**src/rtl/bilinear_map_interpolator_macros.svh**
```systemverilog
// Assertion macros shared by the bilinear map interpolator RTL.
`ifndef BILINEAR_MAP_INTERPOLATOR_MACROS_SVH
`define BILINEAR_MAP_INTERPOLATOR_MACROS_SVH
`ifndef ASSERT_OFF
`define BMI_ASSERT(label, prop) \
   label: assert property (@(posedge clock) disable iff (reset) prop) \
      else $error("bilinear map interpolator assertion failed");
`define BMI_ASSERT_NEVER(label, cond) \
   `BMI_ASSERT(label, !(cond))
`else
`define BMI_ASSERT(label, prop)
`define BMI_ASSERT_NEVER(label, cond)
`endif
`endif

```
**src/rtl/bmi_pkg.sv**
```systemverilog
// Types and constants of the bilinear map interpolator.
package bmi_pkg;

   typedef enum logic [1:0] {
      CMD_WRITE_X    = 2'd0,
      CMD_WRITE_Y    = 2'd1,
      CMD_WRITE_CELL = 2'd2,
      CMD_LOOKUP     = 2'd3
   } cmd_type;

   localparam logic [1:0] STATUS_INSIDE   = 2'd0;
   localparam logic [1:0] STATUS_CLAMPED  = 2'd1;
   localparam logic [1:0] STATUS_EQUAL_BP = 2'd2;

   localparam int CSR_INDEX_W = 1;
   localparam int CSR_DATA_W  = 4;
   localparam logic [CSR_INDEX_W-1:0] CSR_X_POINTS_USED = 1'd0;
   localparam logic [CSR_INDEX_W-1:0] CSR_Y_POINTS_USED = 1'd1;
   localparam logic [CSR_DATA_W-1:0]  POINTS_USED_RESET = 4'd5;

   localparam int COORD_W  = 16;
   localparam int CELL_W   = 16;
   localparam int RESULT_W = 24;
   // Quotient, numerator and denominator widths of the rounding division.
   localparam int QUOT_W   = 24;
   localparam int DEN_W    = 2 * COORD_W;
   localparam int MAG_W    = 48;
   localparam int NUM_W    = 56;
   // Edges from the accepting edge to the edge that takes the result.
   localparam int LATENCY  = 8 + QUOT_W;

   typedef struct packed {
      logic       neg;
      logic [1:0] status;
   } div_tag_type;

endpackage

```
**src/rtl/bmi_div.sv**
```systemverilog
// Pipelined restoring divider, one quotient bit per stage.
`include "bilinear_map_interpolator_macros.svh"
module bmi_div (
   input  logic                           clock,
   input  logic                           reset,
   input  logic                           in_valid,
   input  logic [bmi_pkg::NUM_W-1:0]      in_num,
   input  logic [bmi_pkg::DEN_W-1:0]      in_den,
   input  bmi_pkg::div_tag_type           in_tag,
   output logic                           out_valid,
   output logic [bmi_pkg::QUOT_W-1:0]     out_quot,
   output bmi_pkg::div_tag_type           out_tag
);

   localparam int QW = bmi_pkg::QUOT_W;
   localparam int NW = bmi_pkg::NUM_W;
   localparam int DW = bmi_pkg::DEN_W;

   logic                 valid_ff [QW];
   logic [NW-1:0]        rem_ff   [QW];
   logic [DW-1:0]        den_ff   [QW];
   logic [QW-1:0]        quot_ff  [QW];
   bmi_pkg::div_tag_type tag_ff   [QW];

   for (genvar j = 0; j < QW; j++) begin : g_stage
      logic                 valid_src;
      logic [NW-1:0]        rem_src;
      logic [DW-1:0]        den_src;
      logic [QW-1:0]        quot_src;
      bmi_pkg::div_tag_type tag_src;
      logic [NW:0]          shifted;
      logic [NW:0]          diff;

      if (j == 0) begin : g_first
         assign valid_src = in_valid;
         assign rem_src   = in_num;
         assign den_src   = in_den;
         assign quot_src  = '0;
         assign tag_src   = in_tag;
      end else begin : g_next
         assign valid_src = valid_ff[j-1];
         assign rem_src   = rem_ff[j-1];
         assign den_src   = den_ff[j-1];
         assign quot_src  = quot_ff[j-1];
         assign tag_src   = tag_ff[j-1];
      end

      // Stage j decides quotient bit QW-1-j.
      assign shifted = (NW+1)'(den_src) << (QW - 1 - j);
      assign diff    = {1'b0, rem_src} - shifted;

      always_ff @(posedge clock) begin
         if (reset) begin
            valid_ff[j] <= 1'b0;
         end else begin
            valid_ff[j] <= valid_src;
         end
      end

      always_ff @(posedge clock) begin
         den_ff[j] <= den_src;
         tag_ff[j] <= tag_src;
         if (!diff[NW]) begin
            rem_ff[j]  <= diff[NW-1:0];
            quot_ff[j] <= quot_src | (QW'(1) << (QW - 1 - j));
         end else begin
            rem_ff[j]  <= rem_src;
            quot_ff[j] <= quot_src;
         end
      end
   end

   assign out_valid = valid_ff[QW-1];
   assign out_quot  = quot_ff[QW-1];
   assign out_tag   = tag_ff[QW-1];

   // The quotient must fit in QW bits, and the last remainder must be below the divisor.
   `BMI_ASSERT(a_num_fits, in_valid |-> ({1'b0, in_num} < ((NW+1)'(in_den) << QW)))
   `BMI_ASSERT(a_rem_below_den, valid_ff[QW-1] |-> (rem_ff[QW-1] < NW'(den_ff[QW-1])))

endmodule

```
**config.mk**
```make
export PLATFORM = sky130hd
export DESIGN_NAME = bmi_div
export DESIGN_NICKNAME = d
export VERILOG_FILES = /design/src/rtl/bmi_pkg.sv /design/src/rtl/bmi_div.sv
export VERILOG_INCLUDE_DIRS = /design/src /design/src/rtl
export SDC_FILE = /design/constraint.sdc
export NUM_CORES = 2
export LEC_CHECK = 0
export BUFFER_PORTS_ARGS = -buffer_cell sky130_fd_sc_hd__buf_2
export CORE_MARGIN = 1.5
export CORE_UTILIZATION = 47
export CTS_BUF_LIST = sky130_fd_sc_hd__clkbuf_16
export DETAILED_ROUTE_END_ITERATION = 10
export MAX_ROUTING_LAYER = met4
export SYNTH_ARGS = -nofsm -noshare
export SYNTH_HDL_FRONTEND = slang
export SYNTH_SLANG_ARGS = --single-unit
```
**constraint.sdc**
```tcl
create_clock -name clock -period 4.1 [get_ports clock]
set_input_delay 0.41 -clock clock [delete_from_list [all_inputs] [get_ports clock]]
set_output_delay 0.41 -clock clock [all_outputs]
set_load 0.01 [all_outputs]
```
==> impl_metrics.toml <==
[run_status]
outcome = "finished, final reports clean"

[layout]
fill_cells = 19175
final_common_cell = "dfxtp_1"
fin_cells = 14354
drive_above_1_share_pct = 8.702
nets = 12208
final_cell_mix = "dfxtp_1 (2417), inv_1 (971), nand2_1 (901)"
area_growth_pct = 14.72

[floorplan]
dieArea_sq_um = 220100
fp-row-count = 170
die_x_um = 469.1
core_area_sq_um = 215300
start_util_pct = 47.44
ios = 122
die_y_um = 469.1

[routing]
via_per_inst = 5.269
drt_iter0_markers = 4406
drt_wl_total_mm = 237.8
drc_errors = 0
wl_per_cell_um = 16.57
vias = 75638
antenna_left = 0
drt-pass1-iter-count = 6

[logic_synthesis]
synthesis.area_sq_um = 102100
avgSynthCellArea_sq_um = 9.388
yosysSeqAreaShare_pct = 47.44
synthFlopType = "dfxtp_1"
synth_cells = 10877
synth_warnings = 0
synth-edff-count = 0
yosysUniqueCellTypes = 99
synthArstFlopShare_pct = 0
ys_seq_elements = 2420
synthesis.nets = 11761

[global_routing]
grt_pass1_wl_mm = 383.2
antenna_found_initial = 2
grt_max_degree = 66
grt_pass1_vias = 75298
gr-total-overflow = 0
grt_usage_pct = 21.79

[timing]
worst_slew_pin_slew_ps = 747.7
min_period_ps = 3939
finalSetupViolCount = 0
finalCritPeriodShare_pct = 96.08
max-slew-margin-rel_pct = 49.63
slew_viol_final = 0
hold_viol = 0
tns_ps = 0
fin_worst_skew_ps = 65.41
clock.fmax_mhz = 253.8

[worst_setup_path]
worstPathMaxFanout = 4
critical_path_class = "reg -> reg"
end_kind = "register"
crit_path_start_kind = "register"
cp_num_buf_inv = 6
critPathArrivalTime_ps = 4760
max_stage_delay_ps = 410
required_ps = 4920
critical_path.cell_chain = "inv_2 > ha_4 > inv_2 > fa_2 > a211oi_2 > o21ai_2 > o31ai_2 > buf_4 > o211ai_1 > a221o_1 > a211o_1 > a31oi_1 > buf_4 > or2_4 > a211oi_4 > nor2b_4 > buf_12 > clkbuf_16 > mux2_4"
crit_family = "compound AO/OA/AOI/OAI gates"
cp_slowest_cell = "a221o_1"

[flow_run]
max-cap-violations = 0

[placed_design]
portBuffers = 121
placedCellCount = 13770
gp_congestion = 0.9176
dp_hpwl_mm = 182.4

[clock_tree]
cts_root_buffer = "clkbuf_16"
insertion_delay_ps = 930
cts_sinks = 2420
clockBufferDepth = 4
clkTransAtPathRegs_ps = 60
numCtsBuffers = 278
cts_tree = "yes"
htreeDepth = 5

[min_path]
min-delay-path-class = "in -> reg"

[pwr]
p_leak_nw = 53.04
p_per_area_nw_per_um2 = 847.7
peakVddDrop_mv = 0.3858
[metrics by stage]
stage	worst slack (ps)	area [sq um]	total power [mW]	hold slack [ps]	util, %
final	160.5	117200	99.31	106.0	54.42
after global routing	-6.040	117200	106.5	66.00	54.42
after CTS	1.783	116600	99.54	24.73	54.19
after detailed placement	-142.9	107000	75.41	312.1	49.72
after global placement	-184.2	107000	74.97	309.5	49.72
after floorplan	342.2	102100	64.45	309.6	-
[sequential cells by signal, indices dropped and copies added, names as in the netlist]
name and flops:
tag_ff 72, den_ff 736, valid_ff 24, quot_ff 300, rem_ff 1288
[where the power goes]
part	internal (mW)	switching, mW
sequential	30.1	4.69
clock	14.0	9.41
combinational	18.5	22.6
[what timing repair did]
item,CTS,global route
setup buffers,1,14
cloned,0,2
hold buffers,95,0
setup endpoints to repair,55,317
gates resized for setup,7,86
pin swaps,3,29
endpoints found under the hold margin,115,0
[final timing paths]
check | from | cells after the start | endpoint | slack (ps)
worst max-delay path | rem_ff[0][22]$_DFF_P_ | 19 | rem_ff[0][79]$_DFF_P_ | 160
worst min-delay path | in_num[19] | 2 | rem_ff[0][19]$_DFF_P_ | 110
worst max register to register | rem_ff[0][22]$_DFF_P_ | 19 | rem_ff[0][79]$_DFF_P_ | 160
worst min register to register | tag_ff[1][22]$_DFF_P_ | 0 | tag_ff[2][1]$_DFF_P_ | 310
[routing by layer]
metal  vias to the layer above  wire length (um)  share of wire (%)  track usage, %
met2                      1531            117200                 49           38.33
met5                         -                 0                  0               -
met1                     35206            103600                 44           25.33
met4                         0              9398                4.0           8.221
li1                      38288                 -                  -               -
met3                       613              7651                3.2           2.537
[cell families (layout without fill, tap and decap cells)]
group | after synthesis | after routing | synth area share, %
mux | 126 | 126 | 1.404
flops | 2420 | 2420 | 47.44
simple gates | 2673 | 2673 | 12.46
other cells | 0 | 2 | 0
buf+inv | 1204 | 1841 | 4.487
fa+ha+maj | 790 | 790 | 9.849
xor+xnor | 882 | 882 | 7.565
compound gates | 2782 | 2782 | 16.79
[area by class of cell]
type / instances / area (sq um) / area share, %
Antenna cell: 2 / 5.005 / 0.004272
Clock buffer: 284 / 7107 / 6.066
Clock inverter: 186 / 1534 / 1.309
Inverter: 942 / 3540 / 3.021
Multi-Input combinational cell: 7253 / 49540 / 42.29
Sequential cell: 2420 / 48450 / 41.36
Tap cell: 2838 / 3551 / 3.031
Timing Repair Buffer: 429 / 3423 / 2.922
[cell usage after synthesis (19+ instances only)]
library cell | count | area [sq um]
and3_1 | 79 | 494.2
nand2b_1 | 144 | 900.9
a21o_1 | 427 | 3206
or3_1 | 64 | 400.4
a21oi_1 | 874 | 4374
xor2_1 | 428 | 3749
inv_1 | 936 | 3513
a221o_1 | 21 | 210.2
a21boi_0 | 37 | 277.8
and2_1 | 52 | 325.3
nand2_1 | 902 | 3386
or4_1 | 27 | 202.7
ha_1 | 767 | 9597
o21a_1 | 111 | 833.3
mux2_2 | 102 | 1149
nor4_1 | 68 | 425.4
o21bai_1 | 83 | 623.1
a211o_1 | 22 | 192.7
o211ai_1 | 31 | 232.7
nand3_1 | 163 | 815.8
a41oi_1 | 19 | 166.4
nand4_1 | 97 | 606.8
xnor2_1 | 454 | 3976
a31oi_1 | 85 | 531.8
nor2b_1 | 142 | 888.4
or2_2 | 32 | 200.2
nor2_1 | 644 | 2417
o31ai_1 | 61 | 457.9
clkbuf_1 | 222 | 833.3
a2111oi_0 | 21 | 183.9
fa_1 | 23 | 460.4
nor3_1 | 162 | 810.8
dfxtp_1 | 2420 | 48450
nand3b_1 | 20 | 150.1
a31o_2 | 27 | 236.5
a211oi_1 | 50 | 375.4
o21ai_0 | 746 | 3734
Power figures use the tool's default switching activity.
