[src/rtl/bilinear_map_interpolator_macros.svh]
// Assertion macros shared by the bilinear map interpolator RTL.
`ifndef BILINEAR_MAP_INTERPOLATOR_MACROS_SVH
`define BILINEAR_MAP_INTERPOLATOR_MACROS_SVH
`ifndef ASSERT_OFF
`define BMI_ASSERT(label, prop) \
   label: assert property (@(posedge clock) disable iff (reset) prop) \
      else $error("bilinear map interpolator assertion failed");
`define BMI_ASSERT_NEVER(label, cond) \
   `BMI_ASSERT(label, !(cond))
`else
`define BMI_ASSERT(label, prop)
`define BMI_ASSERT_NEVER(label, cond)
`endif
`endif

[src/rtl/bmi_ram.sv]
// Simple dual-port RAM with one write port and a registered read port.
module bmi_ram #(
   parameter int WIDTH = 16,
   parameter int DEPTH = 64
) (
   input  logic                     clock,
   input  logic                     wr_en,
   input  logic [$clog2(DEPTH)-1:0] wr_addr,
   input  logic [WIDTH-1:0]         wr_data,
   input  logic [$clog2(DEPTH)-1:0] rd_addr,
   output logic [WIDTH-1:0]         rd_data
);

   logic [WIDTH-1:0] mem_ff [DEPTH];

   // A read at the written address returns the old contents.
   always_ff @(posedge clock) begin
      rd_data <= mem_ff[rd_addr];
      if (wr_en) begin
         mem_ff[wr_addr] <= wr_data;
      end
   end

endmodule

[config.mk]
export PLATFORM = sky130hd
export DESIGN_NAME = bmi_ram
export DESIGN_NICKNAME = d
export VERILOG_FILES = /design/src/rtl/bilinear_map_interpolator_macros.svh /design/src/rtl/bmi_ram.sv
export SDC_FILE = /design/constraint.sdc
export NUM_CORES = 1
export LEC_CHECK = 0
export BUFFER_PORTS_ARGS = -buffer_cell sky130_fd_sc_hd__buf_2
export CAP_MARGIN = 15
export CELL_PAD_IN_SITES_DETAIL_PLACEMENT = 2
export CELL_PAD_IN_SITES_GLOBAL_PLACEMENT = 2
export CORE_ASPECT_RATIO = 0.8
export CORE_UTILIZATION = 54
export CTS_CLUSTER_DIAMETER = 60
export DETAILED_ROUTE_END_ITERATION = 10
export HOLD_SLACK_MARGIN = 0.06
export PLACE_DENSITY_LB_ADDON = 0.1
export SYNTH_ARGS = -nofsm -noshare
export SYNTH_HDL_FRONTEND = slang
export SYNTH_SLANG_ARGS = --single-unit
export TNS_END_PERCENT = 20
[constraint.sdc]
create_clock -name clock -period 3.15 [get_ports clock]
set_input_delay 0.1575 -clock clock [delete_from_list [all_inputs] [get_ports clock]]
set_output_delay 0.1575 -clock clock [all_outputs]
set_load 0.02 [all_outputs]
==> results by stage, run 1 <==
Synth:
- The instance count of the mapped netlist is between 1.5k and 2k.
- The net count after synthesis is ~1.9k.
- The sequential area share after synthesis is ~78%.
- The count of cell types in the netlist is 43.
- After synthesis, the share of flip-flops with an asynchronous set or reset is 0%.
- The netlist area before placement is roughly 40,000 sq um.
- The register bit count reported by yosys is 1,040.
- The most used flip-flop cell after synthesis is edfxtp_1.
- The synthesized design contains just over 1k enable-type register cells.
- The yosys synthesis warning count is 0.
- The synthesized area divided by synthesized cell count is 21.9 sq um.

Outcome:
- The stage where the run came to a stop is detailed placement.
- The tool reported: "[ERROR DPL-0033] detailed placement checks failed during check placement".
- The run stopped with a tool error.

Floorplanning:
- The effective utilization at floorplan is 55.0%.
- 46 I/O pins were placed.
- After floorplanning, the core was divided into 88 placement rows.
- The chip height is around 250 um.
- The die width is 306 um.

Place:
- Detailed placement finished with a half-perimeter wire length of between 80,000 and 90,000 um.
- The final estimated routing congestion in global placement is roughly 0.79.
- Port buffering added 45 buffers.
## metrics by stage
step	worst slack, ns	hold WS (ns)
global placement	0.255	0.608
floorplan	0.958	0.256
## synthesized netlist by cell type (2+ instances only)
cell type / instances / area, sq um
a221oi_1: 16 / 140
mux2i_1: 85 / 851
nand3b_1: 2 / 15.0
and4_1: 5 / 43.8
nor2b_1: 30 / 188
and2_1: 2 / 12.5
mux4_1: 4 / 105
nand2_1: 59 / 221
a22oi_1: 39 / 293
o21ai_0: 5 / 25.0
nand3_1: 24 / 120
edfxtp_1: 1024 / 30700
nand2b_1: 3 / 18.8
a311oi_1: 8 / 70.1
buf_8: 3 / 45.0
mux4_2: 220 / 4950
nor2_1: 72 / 270
nand4_1: 12 / 75.1
buf_2: 36 / 180
a41oi_1: 5 / 43.8
buf_12: 5 / 100
a21oi_1: 17 / 85.1
clkbuf_2: 2 / 10.0
nor2_2: 2 / 12.5
a22o_1: 6 / 52.6
a221o_1: 6 / 60.1
a211oi_1: 8 / 60.1
a211o_1: 8 / 70.1
a31oi_1: 8 / 50.1
dfxtp_1: 16 / 320
nor3_1: 2 / 10.0
o21ai_1: 3 / 15.0
buf_4: 13 / 97.6
clkbuf_1: 24 / 90.1
mux2_2: 27 / 304
buf_6: 17 / 191
buf_1: 3 / 11.3
nor4_2: 3 / 37.5
## logic make-up after synthesis
| kind of cell | count (synthesis) | share of synthesized area (%) |
|---|---|---|
| AOI/OAI and AO/OA | 129 | 2.41 |
| muxes | 336 | 15.5 |
| DFF | 1040 | 77.6 |
| and+or+nand+nor | 220 | 2.65 |
| buffers and inverters | 104 | 1.83 |
==> run 2, diff against run 1 <==
Settings changed: CELL_PAD_IN_SITES_DETAIL_PLACEMENT 2 to default, CELL_PAD_IN_SITES_GLOBAL_PLACEMENT 2 to default, CORE_ASPECT_RATIO 0.8 to default, CORE_UTILIZATION 54 to 40, CTS_CLUSTER_DIAMETER 60 to default, HOLD_SLACK_MARGIN 0.06 to default, PLACE_DENSITY_LB_ADDON 0.1 to 0.15.
==> results by stage, run 2 <==
Outcome:
- The flow ran to the end, and the final reports show no timing, DRC or antenna violations.

Timing:
- The remaining max-slew budget at the tightest pin is between 20% and 30%.
- The clock period minus final worst setup slack is roughly 2.1 ns.
- The tightest hold path in the finished design has a slack of between 0.03 and 0.04 ns.
- The setup skew after layout is 0.0333 ns.
- Setup slack closes at between 1 and 1.5 ns.
- The total negative slack for setup checks is 0 ns.
- The worst path uses ~67% of the clock period.
- The top achievable clock speed is 475 MHz.
- The pin slew with the least headroom to its limit is roughly 1.2 ns.
- The number of hold-slack violations in the final timing report is 0.
- The final-report setup violation count is 0.
- Setup repair after global routing left no endpoint under its margin.
- The max-slew violation count is 0.

CTS:
- The post-cts sizing count is 0.
- In this run the number of H-tree levels came out at 3.
- CTS placed an instance of clkbuf_16 at the clock tree root.
- The maximum root-to-sink buffer count is 3.
- The clock sink count is approximately 1.0k.
- Once the clock tree was built, the setup fixing pass inserted 0 buffers.
- The number of CTS-inserted buffers is between 100 and 150.
- TritonCTS built the clock tree.
- The clock reaches the later pin of the worst-skew pair after between 0.6 and 0.7 ns.
- The clock-pin transition on the worst setup and hold timing paths is 0.06 ns.
- The number of hold buffers added after cts is 1.

Synth:
- Synthesis produced a netlist with a net count of approximately 1.9k.
- The synthesized design devotes to its leading area cell type around three quarters of total area.
- The commonest cells after synthesis are edfxtp_1, mux4_2, mux2i_1.
- The fraction of registers with async set or reset after synthesis is 0%.
- Synthesis inferred roughly 1.0k register bits.
- In this run, distinct cell masters in the synthesized netlist total 43.
- After synthesis, the mean cell area works out to about 22 sq um.
- The instance count of the mapped netlist is around 1.8k.
- Summing the sequential cell areas from Yosys gives around 78% of the chip area.
- The cell area that synthesis handed to floorplanning was between 40,000 and 50,000 sq um.
- The cell type with the largest total area after synthesis is edfxtp_1.
- The leading cell type by number of instances after synthesis is edfxtp_1.
- In the synthesized netlist the dominant register cell turns out to be edfxtp_1.
- Yosys printed 0 warnings.
- Ranked by total cell area, the synthesized netlist is headed by edfxtp_1, mux4_2, mux2i_1.
- The synthesized design contains between 1k and 1.5k enable-type register cells.

Min path:
- The path type of the worst min-delay path is input port to flop.

Worst setup path:
- The category of the worst setup path capture point is a flop.
- The largest incremental delay on the critical path is 0.51 ns.
- The critical path goes through mux4_2, mux2i_1, nand3_1, a31oi_1, buf_4, a311oi_1.
- The critical path required time is between 3 and 4 ns.
- The worst setup path is launched from a flop.
- On the critical path the largest part of the delay comes from multiplexers.
- The buffer and inverter count on the worst path is 1.
- The critical path start-end classification is flop to flop.
- For this design, the slowest cell found on the critical path is mux4_2.
- The largest fanout on the critical path is 1.
- Data arrives at the worst endpoint at about 2.6 ns.

Place:
- The placed instance count is 3,229.
- OpenSTA, run right after detailed placement, puts the worst setup slack at between 0.4 and 0.5 ns.
- Input and output buffers added on the ports amount to 45.
- The final estimated routing congestion in global placement is approximately 0.84.
- Once detailed placement completed, the half-perimeter wirelength came to a little over 60,000 um.

Routing:
- The routed wire length per instance is roughly 29 um.
- The first routing iteration left just under 2k violations.
- The length of the first detailed-routing pass in iterations is 5.
- The detail route stage leaves a number of antenna-violating nets equal to 0.
- After detailed routing, the number of remaining DRC violations is 0.
- The overall via count from detail_route is about 19k.
- The per-cell via count in the routed design is between 5 and 6.
- The final routed wirelength across all metal layers is between 100,000 and 150,000 um.

Cells and area:
- The largest registers in the layout are mem_ff x1024, rd_data x16.
- For this run, the post-layout net count is around 2.1k.
- The most common library cell in the layout ignoring fill and taps is edfxtp_1.
- In the layout the commonest cells are edfxtp_1, mux4_2, buf_4.
- The post-route netlist has ~29% of its cells at a drive strength greater than 1.
- The flip-flop count of the largest register after layout is roughly 1.0k.
- The area added between synthesis and finish is 15.3%.
- Counting the fill cells in the layout gives around 8.2k.
- The finished layout holds roughly 3.4k standard cells, fillers aside.
- The most flop-heavy register is mem_ff.

Floorplanning:
- The core area is around 99,000 sq um.
- The number of rows in the core area is around 120.
- The die footprint is roughly 100,000 sq um.
- The die is between 300 and 400 um wide.
- Once the floorplan was initialized, standard cells occupied roughly 40% of the core.
- The floorplan step set the die height to 318 um.
- The I/O pin total is 46.

Global route:
- The via count of the first global-routing pass is 19.7k.
- The global-route wire length before repair is ~140,000 um.
- The routing usage on met2 is 32.8%.
- Global routing consumed, over all layers together, approximately a fifth of the routing resources.
- The total overflow reported by the global router is 0.
- The pin count of the biggest net entering global routing is 65.
- In this run the most used layer during global routing was met2.
- For met3 alone, demand over resource in global routing was around 3.3%.
- In the global route stage, met1 resource usage came out at between 20 and 30%.
- The number of antenna violations at the first check in global routing is 10.

Power:
- The cell area power density is 638 nW/um^2.
- The reported leakage power is around 0.015 uW.
- The peak supply drop is between 0.3 and 0.4 mV.

Flow run:
- Max-cap violations in this run came to 0.
-- run 2: cell counts after synthesis --
Identical to the previous run, type by type.
-- run 2: path summary, 6_finish.rpt --
check | from | endpoint | slack (ns) | cells after the start
setup / recovery | mem_ff[27][3] | rd_data[3] | 1.05 | 6
hold / removal | wr_data[12] | mem_ff[2][12] | 0.04 | 1
setup reg to reg | mem_ff[27][3] | rd_data[3] | 1.05 | 6
hold reg to reg | mem_ff[56][5] | rd_data[5] | 0.85 | 5
-- run 2: layout make-up --
class,instances,area [sq um],share of cell area [%]
antenna,5,12.5,0.0271
clock buffer,132,2890,6.25
clock inverter,63,609,1.32
multi-input combinational,685,8250,17.9
sequential,1040,31100,67.3
tap,1287,1610,3.49
timing repair buffer,220,1740,3.77
-- run 2: cells by family after synthesis --
group                  count (synthesis)  synth area share (%)
buffers and inverters                104                  1.83
flip-flops                          1040                  77.6
multiplexers                         336                  15.5
AND/OR/NAND/NOR                      220                  2.65
AO/OA/AOI/OAI                        129                  2.41
-- run 2: worst reg2reg max path, cell delays in order (launching register included) --
cell      delay, ns
edfxtp_1       0.36
mux4_2         0.51
mux2i_1        0.37
nand3_1        0.14
a31oi_1        0.35
buf_4          0.20
a311oi_1       0.05
-- run 2: layer usage --
metal	vias to the layer above	wire, um	share of wire [%]
met1	10300	43000	43
met3	123	5840	5.8
met4	6	2230	2.2
met5	-	38	0.038
met2	562	49800	49
li1	8145	-	-
-- run 2: power by group --
| part | internal (uW) | switching (uW) | total, uW |
|---|---|---|---|
| sequential | 15300 | 52.0 | 15400 |
| clock | 7370 | 5190 | 12600 |
| combinational | 568 | 958 | 1530 |
| total | 23300 | 6200 | 29500 |
-- run 2: stage by stage --
stage                     instance area, sq um  power (uW)  util [%]
final                                    46200       29500      46.8
after global routing                     46200       30300      46.8
after CTS                                46100       29700      46.7
after detailed placement                 42600       17200      43.2
after global placement                   42600       17200      43.2
after floorplan                          40000       16500         -
No activity file was read; power rests on OpenSTA's default activity.
==> run 3, diff against run 2 <==
Clock period 3.15 ns to 2 ns, I/O delays scaled along.
==> results by stage, run 3 (synthesis results as in run 2) <==
Outcome:
- The run finished with clean final reports.

Floorplanning:
- In this run the vertical extent of the chip is 318 um.
- The core area is 98,700 sq um.
- The die width is ~320 um.
- The I/O pin total is between 40 and 50.
- The die covers around 100,000 sq um.
- Row generation in the floorplan step produced around 120 rows.
- The effective utilization at floorplan is 40.6%.

Cells and area:
- The final non-filler cell total is ~3.5k.
- The largest registers in the layout are mem_ff x1024, rd_data x16.
- Compared with the post-synthesis result, the final layout area differs by 18.4%.
- The flip-flop count of the largest register after layout is about 1k.
- The filler cells instantiated in the layout total between 8k and 9k.
- In the layout the commonest cells are edfxtp_1, mux4_2, buf_4.
- The most common library cell in the layout ignoring fill and taps is edfxtp_1.
- In the final layout, the share of cells above drive strength 1 is 31.9%.
- The most flop-heavy register is mem_ff.
- At the end of the flow, the number of nets in the layout was 2,184.

Worst setup path:
- STA puts the critical path data arrival time at around 2.5 ns.
- The family with the most delay on the worst path is compound AO/OA/AOI/OAI gates.
- STA puts the critical path data required time at between 2 and 3 ns.
- STA classifies the critical path endpoint as a flop.
- Traced cell by cell, the critical path runs through mux4_2, nor2b_1, a211o_1, a31oi_1, buf_4, a311oi_1.
- The largest incremental delay on the critical path is between 0.4 and 0.5 ns.
- STA classifies the critical path startpoint as a flop.
- The critical path start-end classification is flop to flop.
- The number of buffers and inverters on the critical path is 1.
- The standard cell with the maximum stage delay on the critical path is mux4_2.
- The largest fanout on the critical path is 1.

Timing:
- For the pin with the worst max-slew slack, the measured transition is 1.11 ns.
- In this run the tightest slew margin relative to its limit is between 20% and 30%.
- The number of hold-slack violations in the final timing report is 0.
- The clock period could shrink to 1.98 ns.
- The setup skew after layout is approximately 0.023 ns.
- The max-slew violation count was 0.
- The worst path uses between 90% and 100% of the clock period.
- Timing would allow up to about 510 MHz.
- The final-report setup violation count is 0.

Global route:
- The via count of the first global-routing pass came to 20.2k.
- The total routing usage reported by global routing is about 21%.
- The total overflow reported by the global router is 0.
- The global-route wire length before repair is ~150,000 um.
- The number of antenna violations at the first check in global routing was 15.
- Entering global routing, the biggest net connects 65 pins.

Routing:
- In the routed design, unresolved DRC markers number 0.
- Summed over all layers, the routed wires come to 103,000 um.
- The top metal layer carrying routed signals is met5.
- The first detailed-routing pass took 5 iterations.
- Detailed routing placed a total of 51,700 um of wire on met2.
- The per-cell via count in the routed design is ~5.5.
- The number of violations reported at the end of detailed-routing iteration 0 is between 1.5k and 2k.
- The overall via count from detail_route is slightly below 20k.
- The wire length on met3 is between 6000 and 7000 um.
- The routed wire length per instance is between 20 and 30 um.
- In this run the remaining antenna-violating nets after routing total 0.
- After detailed routing, the wire length on met1 is approximately 42,000 um.

Power:
- For this design the static power due to leakage is roughly 0.015 uW.
- Power spread over the standard cell area amounts to between 900 and 1000 nW/um^2.
- The peak supply drop is 0.802 mV.
- The total power consumption of the routed design is 46,200 uW.

CTS:
- The number of CTS-inserted buffers is around 110.
- The buffer count from post-CTS setup fixing is 0.
- The clock tree synthesis step divided the H-tree into 3 levels.
- Clock latency on the worst-skew pair, taken at its later pin, is 0.67 ns.
- The clock tree from TritonCTS is yes.
- The buffer cell driving the clock tree root is clkbuf_16.
- Clock-pin slew was measured on the worst setup and hold paths at roughly 0.060 ns.
- The longest clock path from root to sink contains 3 buffers.
- Counting every sink on the clock net gives ~1.0k.

Place:
- The placed instance count is between 3k and 4k.
- Buffers placed on the I/O ports in this run total between 40 and 50.
- The HPWL after detailed placement is 65,200 um.
- At the end of routability-driven placement, the weighted congestion stood at about 0.85.

Min path:
- The worst hold path belongs to the class input port to flop.

Flow run:
- The max-cap check violation count is 0.
## run 3: cell count changes in the layout (fill, tap and decap cells not counted), sizes merged
cell / change
clkinv: -6
clkbuf: +4
buf: +91
inv: +1
bufinv: -1
dlygate4sd3: +11
## run 3: routing by layer
metal  GRT usage (%)  up-vias
met3            4.00      140
li1                -     8357
met1            27.1    10400
met5               0        -
met4            6.02        6
met2            34.5      551
## run 3: layout make-up
cell class / instances / area (sq um) / share of cell area [%]
Antenna cell: 5 / 12.5 / 0.0264
Sequential cell: 1040 / 31100 / 65.5
Timing Repair Buffer: 322 / 3100 / 6.54
Clock buffer: 136 / 2820 / 5.94
Clock inverter: 57 / 542 / 1.14
Tap cell: 1287 / 1610 / 3.40
Multi-Input combinational cell: 685 / 8260 / 17.4
## run 3: per-stage QoR
step	setup WS [ns]	hold WS, ns	TNS, ns	area (sq um)	util, %
after floorplan	-0.0578	0.199	-6.95	40100	-
after CTS	0.0362	0.0304	0	47400	48.0
final	0.0234	0.0285	0	47400	48.0
after global placement	-0.426	0.542	-3.18	43900	44.5
after detailed placement	-0.424	0.533	-3.28	43900	44.5
after global routing	-0.000361	0.0404	-0.000361	47400	48.0
## run 3: repair_timing
action,CTS,global route
hold endpoints to repair,626,0
gates resized for setup,2,1
setup endpoints to repair,2,3
hold buffers,12,0
pin swaps,0,2
## run 3: path summary, 6_finish.rpt
kind / from / end / slack [ns] / cells after the start
min reg2reg: mem_ff[56][5] / rd_data[5] / 0.88 / 5
max: mem_ff[11][15] / rd_data[15] / 0.02 / 6
min: wr_data[8] / mem_ff[38][8] / 0.03 / 1
max reg2reg: mem_ff[11][15] / rd_data[15] / 0.02 / 6
## run 3: report_power, final
group / switching (uW) / total [uW] / leakage, uW / internal (uW)
clock network: 8070 / 19300 / 0.00164 / 11200
logic: 1610 / 2710 / 0.00438 / 1100
registers: 74.7 / 24200 / 0.00935 / 24100
